==> src/hdl/rida_pkg.sv <==
// ----------------------------------------------------------------------------
// Reorder ID wrap arithmetic package
// Request codes, shared constants and the per-item control word.
// ----------------------------------------------------------------------------
package rida_pkg;

  localparam int INDEX_BITS_DEF = 8;
  localparam int OFFSET_W       = 8;
  localparam int APB_DW         = 32;
  localparam int APB_AW         = 3;

  // Register indexes
  localparam int REG_RING_SIZE  = 0;

  typedef enum logic [2:0] {
    REQ_ADVANCE  = 3'd0,
    REQ_RETREAT  = 3'd1,
    REQ_DISTANCE = 3'd2,
    REQ_LESS     = 3'd3,
    REQ_LESS_EQ  = 3'd4
  } req_e;

  typedef struct packed {
    logic is_adv;
    logic is_ret;
    logic is_dist;
    logic err;
    logic cmp;
    logic borrow;
  } op_t;

endpackage

==> src/hdl/rida_cfg.sv <==
// ----------------------------------------------------------------------------
// Reorder ID configuration register
// APB slave holding ring_size and its clamped working copy.
// ----------------------------------------------------------------------------
module rida_cfg #(
  parameter int INDEX_BITS = rida_pkg::INDEX_BITS_DEF,
  localparam int IDW = INDEX_BITS + 1
) (
  input  logic                          clk_i,
  input  logic                          rst_ni,
  input  logic                          psel_i,
  input  logic                          penable_i,
  input  logic                          pwrite_i,
  input  logic [rida_pkg::APB_AW-1:0]   paddr_i,
  input  logic [rida_pkg::APB_DW-1:0]   pwdata_i,
  output logic [rida_pkg::APB_DW-1:0]   prdata_o,
  output logic                          pready_o,
  output logic [IDW-1:0]                size_o
);

  localparam logic [IDW-1:0] SIZE_MAX = IDW'(1) << INDEX_BITS;
  localparam logic [IDW-1:0] SIZE_MIN = IDW'(2);

  logic [IDW-1:0] ring_size_q, ring_size_d;
  logic [IDW-1:0] eff_size_q, eff_size_d;
  logic           reg_hit;
  logic           wr_en;

  assign pready_o = 1'b1;
  assign reg_hit  = (paddr_i[rida_pkg::APB_AW-1:2] == 1'(rida_pkg::REG_RING_SIZE));
  assign wr_en    = psel_i && penable_i && pwrite_i && reg_hit;

  always_comb begin
    ring_size_d = pwdata_i[IDW-1:0];
    if (ring_size_d < SIZE_MIN) begin
      eff_size_d = SIZE_MIN;
    end else if (ring_size_d > SIZE_MAX) begin
      eff_size_d = SIZE_MAX;
    end else begin
      eff_size_d = ring_size_d;
    end
  end

  always_ff @(posedge clk_i or negedge rst_ni) begin
    if (!rst_ni) begin
      ring_size_q <= SIZE_MAX;
      eff_size_q  <= SIZE_MAX;
    end else if (wr_en) begin
      ring_size_q <= ring_size_d;
      eff_size_q  <= eff_size_d;
    end
  end

  assign prdata_o = reg_hit ? rida_pkg::APB_DW'(ring_size_q) : '0;
  assign size_o   = eff_size_q;

endmodule

==> src/hdl/rida_front.sv <==
// ----------------------------------------------------------------------------
// Reorder ID front stage
// Decode the request, resolve the ordering compare and start the sums.
// ----------------------------------------------------------------------------
module rida_front #(
  parameter int INDEX_BITS = rida_pkg::INDEX_BITS_DEF,
  localparam int IDW = INDEX_BITS + 1,
  localparam int AW  = ((INDEX_BITS > rida_pkg::OFFSET_W) ? INDEX_BITS
                                                          : rida_pkg::OFFSET_W) + 2
) (
  input  logic                          clk_i,
  input  logic                          rst_ni,
  input  logic                          en_i,
  input  logic                          valid_i,
  input  logic [2:0]                    req_i,
  input  logic [1:0]                    levels_i,
  input  logic [rida_pkg::OFFSET_W-1:0] offset_i,
  input  logic [IDW-1:0]                a_blk_i,
  input  logic [IDW-1:0]                a_grp_i,
  input  logic [IDW-1:0]                a_ent_i,
  input  logic [IDW-1:0]                b_blk_i,
  input  logic [IDW-1:0]                b_grp_i,
  input  logic [IDW-1:0]                b_ent_i,
  input  logic [IDW-1:0]                size_i,
  output logic                          valid_o,
  output rida_pkg::op_t                 op_o,
  output logic [IDW-1:0]                a_blk_o,
  output logic [AW-1:0]                 sum_o,
  output logic [INDEX_BITS-1:0]         dfwd_o,
  output logic [AW-1:0]                 dbwd_o,
  output logic [AW-1:0]                 bvx_o,
  output logic [INDEX_BITS-1:0]         sv_o,
  output logic                          neg_o
);

  function automatic logic id_less(input logic [IDW-1:0] x, input logic [IDW-1:0] y);
    if (x[INDEX_BITS] == y[INDEX_BITS]) begin
      return x[INDEX_BITS-1:0] < y[INDEX_BITS-1:0];
    end
    return x[INDEX_BITS-1:0] > y[INDEX_BITS-1:0];
  endfunction

  logic                  valid_q;
  rida_pkg::op_t         op_q, op_d;
  logic [IDW-1:0]        a_blk_q;
  logic [AW-1:0]         sum_q, sum_d;
  logic [INDEX_BITS-1:0] dfwd_q, dfwd_d;
  logic [AW-1:0]         dbwd_q, dbwd_d;
  logic [AW-1:0]         bvx_q, bvx_d;
  logic [INDEX_BITS-1:0] sv_q, sv_d;
  logic                  neg_q, neg_d;

  logic [AW-1:0]         idx_x, off_x, size_x;
  logic                  lt0, gt0, lt1, gt1, lt2, gt2;
  logic                  is_le, r0, r1, r2;
  logic                  range_err;
  logic [IDW-1:0]        big, sml;

  always_comb begin
    idx_x  = AW'(a_blk_i[INDEX_BITS-1:0]);
    off_x  = AW'(offset_i);
    size_x = AW'(size_i);

    lt0 = id_less(a_blk_i, b_blk_i);
    gt0 = id_less(b_blk_i, a_blk_i);
    lt1 = id_less(a_grp_i, b_grp_i);
    gt1 = id_less(b_grp_i, a_grp_i);
    lt2 = id_less(a_ent_i, b_ent_i);
    gt2 = id_less(b_ent_i, a_ent_i);

    // A tie on every examined level falls back to the or-equal flavor
    is_le = (req_i == rida_pkg::REQ_LESS_EQ);
    r2 = (levels_i >= 2'd2) ? (lt2 ? 1'b1 : (gt2 ? 1'b0 : is_le)) : is_le;
    r1 = (levels_i == 2'd3) ? (lt1 ? 1'b1 : (gt1 ? 1'b0 : r2)) : r2;
    r0 = lt0 ? 1'b1 : (gt0 ? 1'b0 : r1);

    range_err = (off_x >= size_x);

    sum_d  = idx_x + off_x;
    dfwd_d = INDEX_BITS'(idx_x - off_x);
    dbwd_d = off_x - idx_x;

    // Order the pair so the larger one carries the ring crossing
    neg_d = lt0;
    big   = lt0 ? b_blk_i : a_blk_i;
    sml   = lt0 ? a_blk_i : b_blk_i;
    bvx_d = AW'(big[INDEX_BITS-1:0]) + ((big[INDEX_BITS] != sml[INDEX_BITS]) ? size_x : '0);
    sv_d  = sml[INDEX_BITS-1:0];

    op_d        = '0;
    op_d.borrow = (idx_x < off_x);
    case (rida_pkg::req_e'(req_i))
      rida_pkg::REQ_ADVANCE: begin
        op_d.is_adv = 1'b1;
        op_d.err    = range_err;
      end
      rida_pkg::REQ_RETREAT: begin
        op_d.is_ret = 1'b1;
        op_d.err    = range_err;
      end
      rida_pkg::REQ_DISTANCE: begin
        op_d.is_dist = 1'b1;
      end
      rida_pkg::REQ_LESS, rida_pkg::REQ_LESS_EQ: begin
        op_d.cmp = r0;
      end
      default: begin
        op_d = '0;
      end
    endcase
  end

  always_ff @(posedge clk_i or negedge rst_ni) begin
    if (!rst_ni) begin
      valid_q <= 1'b0;
    end else if (en_i) begin
      valid_q <= valid_i;
    end
  end

  always_ff @(posedge clk_i) begin
    if (en_i && valid_i) begin
      op_q    <= op_d;
      a_blk_q <= a_blk_i;
      sum_q   <= sum_d;
      dfwd_q  <= dfwd_d;
      dbwd_q  <= dbwd_d;
      bvx_q   <= bvx_d;
      sv_q    <= sv_d;
      neg_q   <= neg_d;
    end
  end

  assign valid_o = valid_q;
  assign op_o    = op_q;
  assign a_blk_o = a_blk_q;
  assign sum_o   = sum_q;
  assign dfwd_o  = dfwd_q;
  assign dbwd_o  = dbwd_q;
  assign bvx_o   = bvx_q;
  assign sv_o    = sv_q;
  assign neg_o   = neg_q;

endmodule

==> src/hdl/rida_mid.sv <==
// ----------------------------------------------------------------------------
// Reorder ID middle stage
// Fold the ring size into the moved ID and form the raw distance.
// ----------------------------------------------------------------------------
module rida_mid #(
  parameter int INDEX_BITS = rida_pkg::INDEX_BITS_DEF,
  localparam int IDW = INDEX_BITS + 1,
  localparam int AW  = ((INDEX_BITS > rida_pkg::OFFSET_W) ? INDEX_BITS
                                                          : rida_pkg::OFFSET_W) + 2,
  localparam int DW  = AW + 1
) (
  input  logic                  clk_i,
  input  logic                  rst_ni,
  input  logic                  en_i,
  input  logic                  valid_i,
  input  rida_pkg::op_t         op_i,
  input  logic [IDW-1:0]        a_blk_i,
  input  logic [AW-1:0]         sum_i,
  input  logic [INDEX_BITS-1:0] dfwd_i,
  input  logic [AW-1:0]         dbwd_i,
  input  logic [AW-1:0]         bvx_i,
  input  logic [INDEX_BITS-1:0] sv_i,
  input  logic                  neg_i,
  input  logic [IDW-1:0]        size_i,
  output logic                  valid_o,
  output rida_pkg::op_t         op_o,
  output logic [IDW-1:0]        res_o,
  output logic [DW-1:0]         raw_o,
  output logic                  neg_o
);

  logic          valid_q;
  rida_pkg::op_t op_q;
  logic [IDW-1:0] res_q, res_d;
  logic [DW-1:0]  raw_q, raw_d;
  logic           neg_q;

  logic [AW-1:0]  size_x, adv_v, ret_v;
  logic           wa;

  always_comb begin
    size_x = AW'(size_i);
    wa     = a_blk_i[INDEX_BITS];
    adv_v  = sum_i - size_x;
    ret_v  = size_x - dbwd_i;

    res_d = '0;
    if (op_i.err) begin
      res_d = a_blk_i;
    end else if (op_i.is_adv) begin
      res_d = (sum_i >= size_x) ? {~wa, adv_v[INDEX_BITS-1:0]} : {wa, sum_i[INDEX_BITS-1:0]};
    end else if (op_i.is_ret) begin
      res_d = op_i.borrow ? {~wa, ret_v[INDEX_BITS-1:0]} : {wa, dfwd_i};
    end

    raw_d = DW'(bvx_i) - DW'(sv_i);
  end

  always_ff @(posedge clk_i or negedge rst_ni) begin
    if (!rst_ni) begin
      valid_q <= 1'b0;
    end else if (en_i) begin
      valid_q <= valid_i;
    end
  end

  always_ff @(posedge clk_i) begin
    if (en_i && valid_i) begin
      op_q  <= op_i;
      res_q <= res_d;
      raw_q <= raw_d;
      neg_q <= neg_i;
    end
  end

  assign valid_o = valid_q;
  assign op_o    = op_q;
  assign res_o   = res_q;
  assign raw_o   = raw_q;
  assign neg_o   = neg_q;

endmodule

==> src/hdl/rida_out.sv <==
// ----------------------------------------------------------------------------
// Reorder ID output stage
// Saturate and sign the distance, then hold the finished result.
// ----------------------------------------------------------------------------
module rida_out #(
  parameter int INDEX_BITS = rida_pkg::INDEX_BITS_DEF,
  localparam int IDW = INDEX_BITS + 1,
  localparam int AW  = ((INDEX_BITS > rida_pkg::OFFSET_W) ? INDEX_BITS
                                                          : rida_pkg::OFFSET_W) + 2,
  localparam int DW  = AW + 1
) (
  input  logic           clk_i,
  input  logic           rst_ni,
  input  logic           en_i,
  input  logic           valid_i,
  input  rida_pkg::op_t  op_i,
  input  logic [IDW-1:0] res_i,
  input  logic [DW-1:0]  raw_i,
  input  logic           neg_i,
  output logic           valid_o,
  output logic [IDW-1:0] result_id_o,
  output logic [IDW-1:0] distance_o,
  output logic           compare_true_o,
  output logic           offset_error_o
);

  localparam logic signed [DW-1:0] LIM = DW'((1 << INDEX_BITS) - 1);

  logic                  valid_q;
  logic [IDW-1:0]        res_q;
  logic [IDW-1:0]        dist_q, dist_d;
  logic                  cmp_q;
  logic                  err_q;
  logic signed [DW-1:0]  raw_s, clp;

  always_comb begin
    raw_s = $signed(raw_i);
    if (raw_s > LIM) begin
      clp = LIM;
    end else if (raw_s < -LIM) begin
      clp = -LIM;
    end else begin
      clp = raw_s;
    end
    if (neg_i) begin
      clp = -clp;
    end
    dist_d = op_i.is_dist ? clp[IDW-1:0] : '0;
  end

  always_ff @(posedge clk_i or negedge rst_ni) begin
    if (!rst_ni) begin
      valid_q <= 1'b0;
    end else if (en_i) begin
      valid_q <= valid_i;
    end
  end

  always_ff @(posedge clk_i) begin
    if (en_i && valid_i) begin
      res_q  <= res_i;
      dist_q <= dist_d;
      cmp_q  <= op_i.cmp;
      err_q  <= op_i.err;
    end
  end

  assign valid_o        = valid_q;
  assign result_id_o    = res_q;
  assign distance_o     = dist_q;
  assign compare_true_o = cmp_q;
  assign offset_error_o = err_q;

endmodule

==> src/hdl/reorder_id_wrap_arithmetic.sv <==
// An accepted input transaction passes the front, middle and output stage registers in turn.
// Throughput: one transaction per cycle; the three pipeline registers advance
// together and freeze while the output transaction waits on m_axis_tready.
// Reset: asynchronous, active low; clears all stage valid bits and sets
// ring_size to 2**INDEX_BITS.
// ----------------------------------------------------------------------------
// Reorder ID wrap arithmetic
// Advance, retreat, distance and ordering compare of wrap-bit ring IDs.
// ----------------------------------------------------------------------------
module reorder_id_wrap_arithmetic #(
  parameter int INDEX_BITS = rida_pkg::INDEX_BITS_DEF,
  localparam int IDW    = INDEX_BITS + 1,
  localparam int IN_DW  = ((rida_pkg::OFFSET_W + 6 * IDW + 7) / 8) * 8,
  localparam int OUT_DW = ((2 * IDW + 2 + 7) / 8) * 8,
  localparam int AW     = ((INDEX_BITS > rida_pkg::OFFSET_W) ? INDEX_BITS
                                                             : rida_pkg::OFFSET_W) + 2,
  localparam int DW     = AW + 1
) (
  input  logic                        clk_i,
  input  logic                        rst_ni,
  // Input stream
  input  logic                        s_axis_tvalid,
  output logic                        s_axis_tready,
  // offset, a_block_id, a_group_id, a_entry_id, b_block_id, b_group_id, b_entry_id
  input  logic [IN_DW-1:0]            s_axis_tdata,
  // req_type, key_levels
  input  logic [4:0]                  s_axis_tuser,
  // Output stream
  output logic                        m_axis_tvalid,
  input  logic                        m_axis_tready,
  // result_id, distance, compare_true, offset_error
  output logic [OUT_DW-1:0]           m_axis_tdata,
  // Configuration
  input  logic                        psel,
  input  logic                        penable,
  input  logic                        pwrite,
  input  logic [rida_pkg::APB_AW-1:0] paddr,
  input  logic [rida_pkg::APB_DW-1:0] pwdata,
  output logic [rida_pkg::APB_DW-1:0] prdata,
  output logic                        pready
);

  localparam int OFS_A_BLK = rida_pkg::OFFSET_W;
  localparam int OFS_A_GRP = OFS_A_BLK + IDW;
  localparam int OFS_A_ENT = OFS_A_GRP + IDW;
  localparam int OFS_B_BLK = OFS_A_ENT + IDW;
  localparam int OFS_B_GRP = OFS_B_BLK + IDW;
  localparam int OFS_B_ENT = OFS_B_GRP + IDW;

  logic                  en;
  logic [IDW-1:0]        size;

  logic                  v1;
  rida_pkg::op_t         op1;
  logic [IDW-1:0]        a_blk1;
  logic [AW-1:0]         sum1, dbwd1, bvx1;
  logic [INDEX_BITS-1:0] dfwd1, sv1;
  logic                  neg1;

  logic                  v2;
  rida_pkg::op_t         op2;
  logic [IDW-1:0]        res2;
  logic [DW-1:0]         raw2;
  logic                  neg2;

  logic [IDW-1:0]        result_id, distance;
  logic                  compare_true, offset_error;

  // Advance the whole pipe unless the held result is refused
  assign en            = !m_axis_tvalid || m_axis_tready;
  assign s_axis_tready = en;

  rida_cfg #(.INDEX_BITS(INDEX_BITS)) u_cfg (
    .clk_i     (clk_i),
    .rst_ni    (rst_ni),
    .psel_i    (psel),
    .penable_i (penable),
    .pwrite_i  (pwrite),
    .paddr_i   (paddr),
    .pwdata_i  (pwdata),
    .prdata_o  (prdata),
    .pready_o  (pready),
    .size_o    (size)
  );

  rida_front #(.INDEX_BITS(INDEX_BITS)) u_front (
    .clk_i    (clk_i),
    .rst_ni   (rst_ni),
    .en_i     (en),
    .valid_i  (s_axis_tvalid),
    .req_i    (s_axis_tuser[2:0]),
    .levels_i (s_axis_tuser[4:3]),
    .offset_i (s_axis_tdata[rida_pkg::OFFSET_W-1:0]),
    .a_blk_i  (s_axis_tdata[OFS_A_BLK +: IDW]),
    .a_grp_i  (s_axis_tdata[OFS_A_GRP +: IDW]),
    .a_ent_i  (s_axis_tdata[OFS_A_ENT +: IDW]),
    .b_blk_i  (s_axis_tdata[OFS_B_BLK +: IDW]),
    .b_grp_i  (s_axis_tdata[OFS_B_GRP +: IDW]),
    .b_ent_i  (s_axis_tdata[OFS_B_ENT +: IDW]),
    .size_i   (size),
    .valid_o  (v1),
    .op_o     (op1),
    .a_blk_o  (a_blk1),
    .sum_o    (sum1),
    .dfwd_o   (dfwd1),
    .dbwd_o   (dbwd1),
    .bvx_o    (bvx1),
    .sv_o     (sv1),
    .neg_o    (neg1)
  );

  rida_mid #(.INDEX_BITS(INDEX_BITS)) u_mid (
    .clk_i   (clk_i),
    .rst_ni  (rst_ni),
    .en_i    (en),
    .valid_i (v1),
    .op_i    (op1),
    .a_blk_i (a_blk1),
    .sum_i   (sum1),
    .dfwd_i  (dfwd1),
    .dbwd_i  (dbwd1),
    .bvx_i   (bvx1),
    .sv_i    (sv1),
    .neg_i   (neg1),
    .size_i  (size),
    .valid_o (v2),
    .op_o    (op2),
    .res_o   (res2),
    .raw_o   (raw2),
    .neg_o   (neg2)
  );

  rida_out #(.INDEX_BITS(INDEX_BITS)) u_out (
    .clk_i          (clk_i),
    .rst_ni         (rst_ni),
    .en_i           (en),
    .valid_i        (v2),
    .op_i           (op2),
    .res_i          (res2),
    .raw_i          (raw2),
    .neg_i          (neg2),
    .valid_o        (m_axis_tvalid),
    .result_id_o    (result_id),
    .distance_o     (distance),
    .compare_true_o (compare_true),
    .offset_error_o (offset_error)
  );

  assign m_axis_tdata = OUT_DW'({offset_error, compare_true, distance, result_id});

endmodule

==> config.mk <==
export PLATFORM = sky130hd
export DESIGN_NAME = reorder_id_wrap_arithmetic
export DESIGN_NICKNAME = d
export VERILOG_FILES = /design/src/hdl/rida_pkg.sv /design/src/hdl/rida_cfg.sv /design/src/hdl/rida_front.sv /design/src/hdl/rida_mid.sv /design/src/hdl/rida_out.sv /design/src/hdl/reorder_id_wrap_arithmetic.sv
export SDC_FILE = /design/constraint.sdc
export NUM_CORES = 1
export LEC_CHECK = 0
export ABC_AREA = 1
export BUFFER_PORTS_ARGS = -buffer_cell sky130_fd_sc_hd__buf_2
export CORE_MARGIN = 1.5
export CORE_UTILIZATION = 41
export CTS_CLUSTER_SIZE = 12
export DETAILED_ROUTE_END_ITERATION = 10
export PLACE_DENSITY = 0.62
export SLEW_MARGIN = 10
export SYNTH_ARGS = -nofsm -noshare
export SYNTH_HDL_FRONTEND = slang
export SYNTH_SLANG_ARGS = --single-unit
==> constraint.sdc <==
create_clock -name clk_i -period 5 [get_ports clk_i]
set_input_delay 1 -clock clk_i [delete_from_list [all_inputs] [get_ports clk_i]]
set_output_delay 1 -clock clk_i [all_outputs]
set_load 0.005 [all_outputs]
==> impl_metrics.toml <==
[grt]
grt_util_met3_pct = 3.750
antenna_found_initial = 1
grt_overflow = 0
grt_use_met2_pct = 28.89
grtUsageMet1_pct = 23.31
grt_max_degree = 42
grtUsageTotal_pct = 17.64
busiest_layer = "met2"
grt_pass1_wl_mm = 29.46
grt_pass1_vias = 5906

[clocking]
cts_tree = "built"
cts_inserted_buffers = 17
root_buffer = "clkbuf_16"
clk_pin_slew_ns = 0.06
cts_sinks = 122
cts_setup_buffers = 0
cts_hold_buffers = 0
h-tree-depth = 4
clkLatencyLatePin_ns = 0.42
clockBufferDepth = 2
cts_resized = 0

[pwr]
p_per_area_nw_per_um2 = 401.1
p_comb_share_pct = 32.2
total_power_w = 0.003878
switching_share_pct = 33.93
p_leak_nw = 4.662
seq_power_share_pct = 38.8
p_sw_w = 0.001316
vdd_drop_max_v = 0.0001802
power.internal_w = 0.002562
clkPwrFrac_pct = 29.0

[die]
die_x_um = 146.3
ios = 170
start_util_pct = 41.73
dieArea_um2 = 21400
core_area_um2 = 20170
die_y_um = 146.3
fp-row-count = 52

[place]
hpwl_mm = 14.52
postPlaceCellArea_um2 = 9129
gp_congestion = 0.8864
io_buffers = 114
dp_worst_setup_slack_ns = 0.8169

[detailed_routing]
drc = 0
final_antenna_net_count = 0
drt_iter0_markers = 336
routedWlPerCell_um = 13.54
dr_total_vias = 6362
wl_mm = 18.27
via_per_inst = 4.713
first_pass_iters = 5

[critical_path]
crit_top_cell = "nand2_1"
timing.rr.start = "u_cfg.size_o[1]$_DFFE_PN0P_"
arrival_ns = 3.93
crit_path_start = "s_axis_tdata[11]"
path_max_fanout = 23
cp_slowest_cell = "ha_1"
r2r_cells = 12
critPathKind = "in2reg"
endpoint_kind = "flop"
crit_path_max_incr_delay_ns = 0.35
worstPathCellList = "buf_2, ha_1, nand3_1, o211ai_1, nand2_1, nand2_1, o21ai_0, nand2_1, buf_4, o21ai_0, ha_1, a21oi_1, nand2_1, nand2_1, nand2_1, a21oi_1, o21ai_0, a21oi_1, nor2_1"
timing.rr.end = "u_mid.res_o[0]$_DFFE_PP_"
crit_required_ns = 5.18
startpoint_type = "input pin"
cp-endpoint = "u_front.bvx_o[9]$_DFFE_PP_"
r2r_slack_ns = 2.46

[logic_synthesis]
ys_seq_area_share_pct = 42.31
synth_cells = 953
synthArstFlopShare_pct = 17.21
synthFlopType = "edfxtp_1"
synth_edf_count = 101
syn_avg_cell_area_um2 = 8.832
syn_area_um2 = 8417
ys_ff_latch = 122
ys_types = 49
ys_warn_count = 0

[final_layout]
drive_gt1_share_pct = 16.94
area_growth_pct = 14.85
n_antenna_cell = 0
fin_area_um2 = 9667
final_nets = 1273

[sta]
finClkSkew_ns = 0.01454
timing.final.ws_setup_ns = 1.250
rsz0062_at_grt = "false"
fin_setup_tns_ns = 0
final.min_clock_period_ns = 3.750
max_clock_freq_mhz = 266.7
final.period_utilization_pct = 74.99
worstMarginPinSlew_ns = 1.135
maxSlewHeadroom_pct = 24.28
maxSlewViolCount = 0
finalHoldViolCount = 0
setup_viol = 0

[hold_path]
min_from = "u_mid.res_o[1]$_DFFE_PP_"
hold_depth = 0
hp-class = "reg2reg"

[status]
status = "finished, final reports clean"

[job]
max_cap_violations = 0
cell type report:
| cell class | count | area (µm²) |
|---|---|---|
| clock buffers | 20 | 436.7 |
| well taps | 270 | 337.8 |
| flip-flops and latches | 122 | 3561 |
| repair buffers | 117 | 593.1 |
| multi-input cells | 662 | 4085 |
| clock inverters | 12 | 101.3 |
| fillers | 1925 | 10500 |
| inverters | 147 | 551.8 |
worst min-delay path by stage:
| stage | slack [ns] | end |
|---|---|---|
| floorplan | 0.40 | u_mid.neg_o$_DFFE_PP_ |
| global placement | 0.40 | u_mid.op_o[1]$_DFFE_PP_ |
| detailed placement | 0.41 | u_mid.op_o[1]$_DFFE_PP_ |
| CTS | 0.42 | u_out.result_id_o[8]$_DFFE_PP_ |
| global route | 0.42 | u_out.result_id_o[5]$_DFFE_PP_ |
| finish | 0.42 | u_out.result_id_o[1]$_DFFE_PP_ |
worst max-delay path, delay by kind of cell:
kind | cells | cell delay [ns]
buffers and inverters | 2 | 0.44
adder cells (fa/ha/maj) | 2 | 0.68
AO/OA/AOI/OAI | 7 | 1.04
AND/OR/NAND/NOR | 8 | 0.76
placed cells by master (no fill, tap or decap), types with 4 or more instances in the layout:
cell type | netlist | final
clkbuf_16 | 0 | 17
clkinvlp_4 | 0 | 4
conb_1 | 2 | 28
ha_1 | 88 | 88
nor3_1 | 9 | 9
xnor2_1 | 13 | 13
or2_2 | 6 | 6
nand2_1 | 157 | 157
inv_2 | 3 | 4
edfxtp_1 | 101 | 101
a21oi_2 | 5 | 5
o21ai_1 | 4 | 4
buf_2 | 5 | 114
clkinv_2 | 0 | 4
o21ai_2 | 7 | 7
nand3_1 | 38 | 38
inv_1 | 142 | 141
o22ai_1 | 8 | 8
fa_1 | 7 | 7
nand2_2 | 10 | 10
o211ai_1 | 4 | 4
nor2_1 | 93 | 92
o21bai_1 | 7 | 7
a21oi_1 | 62 | 62
xor2_1 | 31 | 31
nand4_1 | 10 | 10
o21ai_0 | 48 | 48
dfrtp_1 | 19 | 19
stage by stage:
step	util, %	hold WS, ns	std cells
finish	47.93	0.4177	1350
CTS	47.93	0.4205	1350
detailed placement	45.26	0.4066	1318
global placement	45.26	0.4024	1318
global route	47.93	0.4244	1350
floorplan	-	0.4003	979
power by group through the flow:
stage	clock (W)	combinational [W]	sequential, W
after floorplan	0	0.000945	0.00150
after global placement	0	0.00123	0.00152
after detailed placement	0	0.00125	0.00153
after CTS	0.00115	0.00126	0.00151
after global routing	0.00119	0.00142	0.00153
final	0.00113	0.00125	0.00150
cell usage after synthesis (all sizes together), types with 2 or more instances:
| cell type | instances | area, µm² |
|---|---|---|
| buf | 39 | 284.0 |
| edfxtp | 101 | 3033 |
| or2 | 8 | 50.05 |
| conb | 2 | 7.510 |
| nor3 | 9 | 45.04 |
| clkbuf | 9 | 35.03 |
| fa | 7 | 140.1 |
| o21ai | 59 | 321.6 |
| nor2 | 94 | 355.3 |
| a31oi | 3 | 18.77 |
| nand2 | 167 | 651.9 |
| ha | 88 | 1101 |
| dfstp | 2 | 52.55 |
| a21oi | 68 | 370.4 |
| a21boi | 2 | 15.01 |
| dfrtp | 19 | 475.5 |
| nand4 | 10 | 62.56 |
| o22ai | 8 | 50.05 |
| o21a | 3 | 22.52 |
| nand3b | 3 | 22.52 |
| o211ai | 4 | 30.03 |
| xor2 | 31 | 271.5 |
| o21bai | 7 | 52.55 |
| clkinv | 2 | 7.510 |
| nand3 | 38 | 190.2 |
| a21o | 4 | 31.28 |
| inv | 145 | 544.3 |
| xnor2 | 13 | 113.9 |
registers in the layout, indices dropped and copies added, names as in the netlist, 8 cells and up:
signal / count
u_out.distance_o: 9
u_front.dbwd_o: 8
u_cfg.ring_size_q: 9
u_front.sum_o: 8
u_mid.res_o: 9
u_front.a_blk_o: 9
u_front.bvx_o: 10
u_front.sv_o: 8
u_cfg.size_o: 9
u_mid.raw_o: 11
u_out.result_id_o: 9
routing by layer:
metal	part of all wire (%)	wire, µm
met4	1.6	289
met3	4.7	862
met5	0.071	13
met1	48	8763
met2	46	8345
cell families (layout without fill, tap and decap cells):
family | after synthesis | count (layout) | synth area share, %
buf+inv | 195 | 296 | 10.35
other cells | 2 | 28 | 0.08923
compound gates | 163 | 163 | 11.33
flops | 122 | 122 | 42.31
xor+xnor | 44 | 44 | 4.579
simple gates | 332 | 332 | 16.60
fa+ha+maj | 95 | 95 | 14.75
Note: power is estimated with default switching activity, not from simulation.
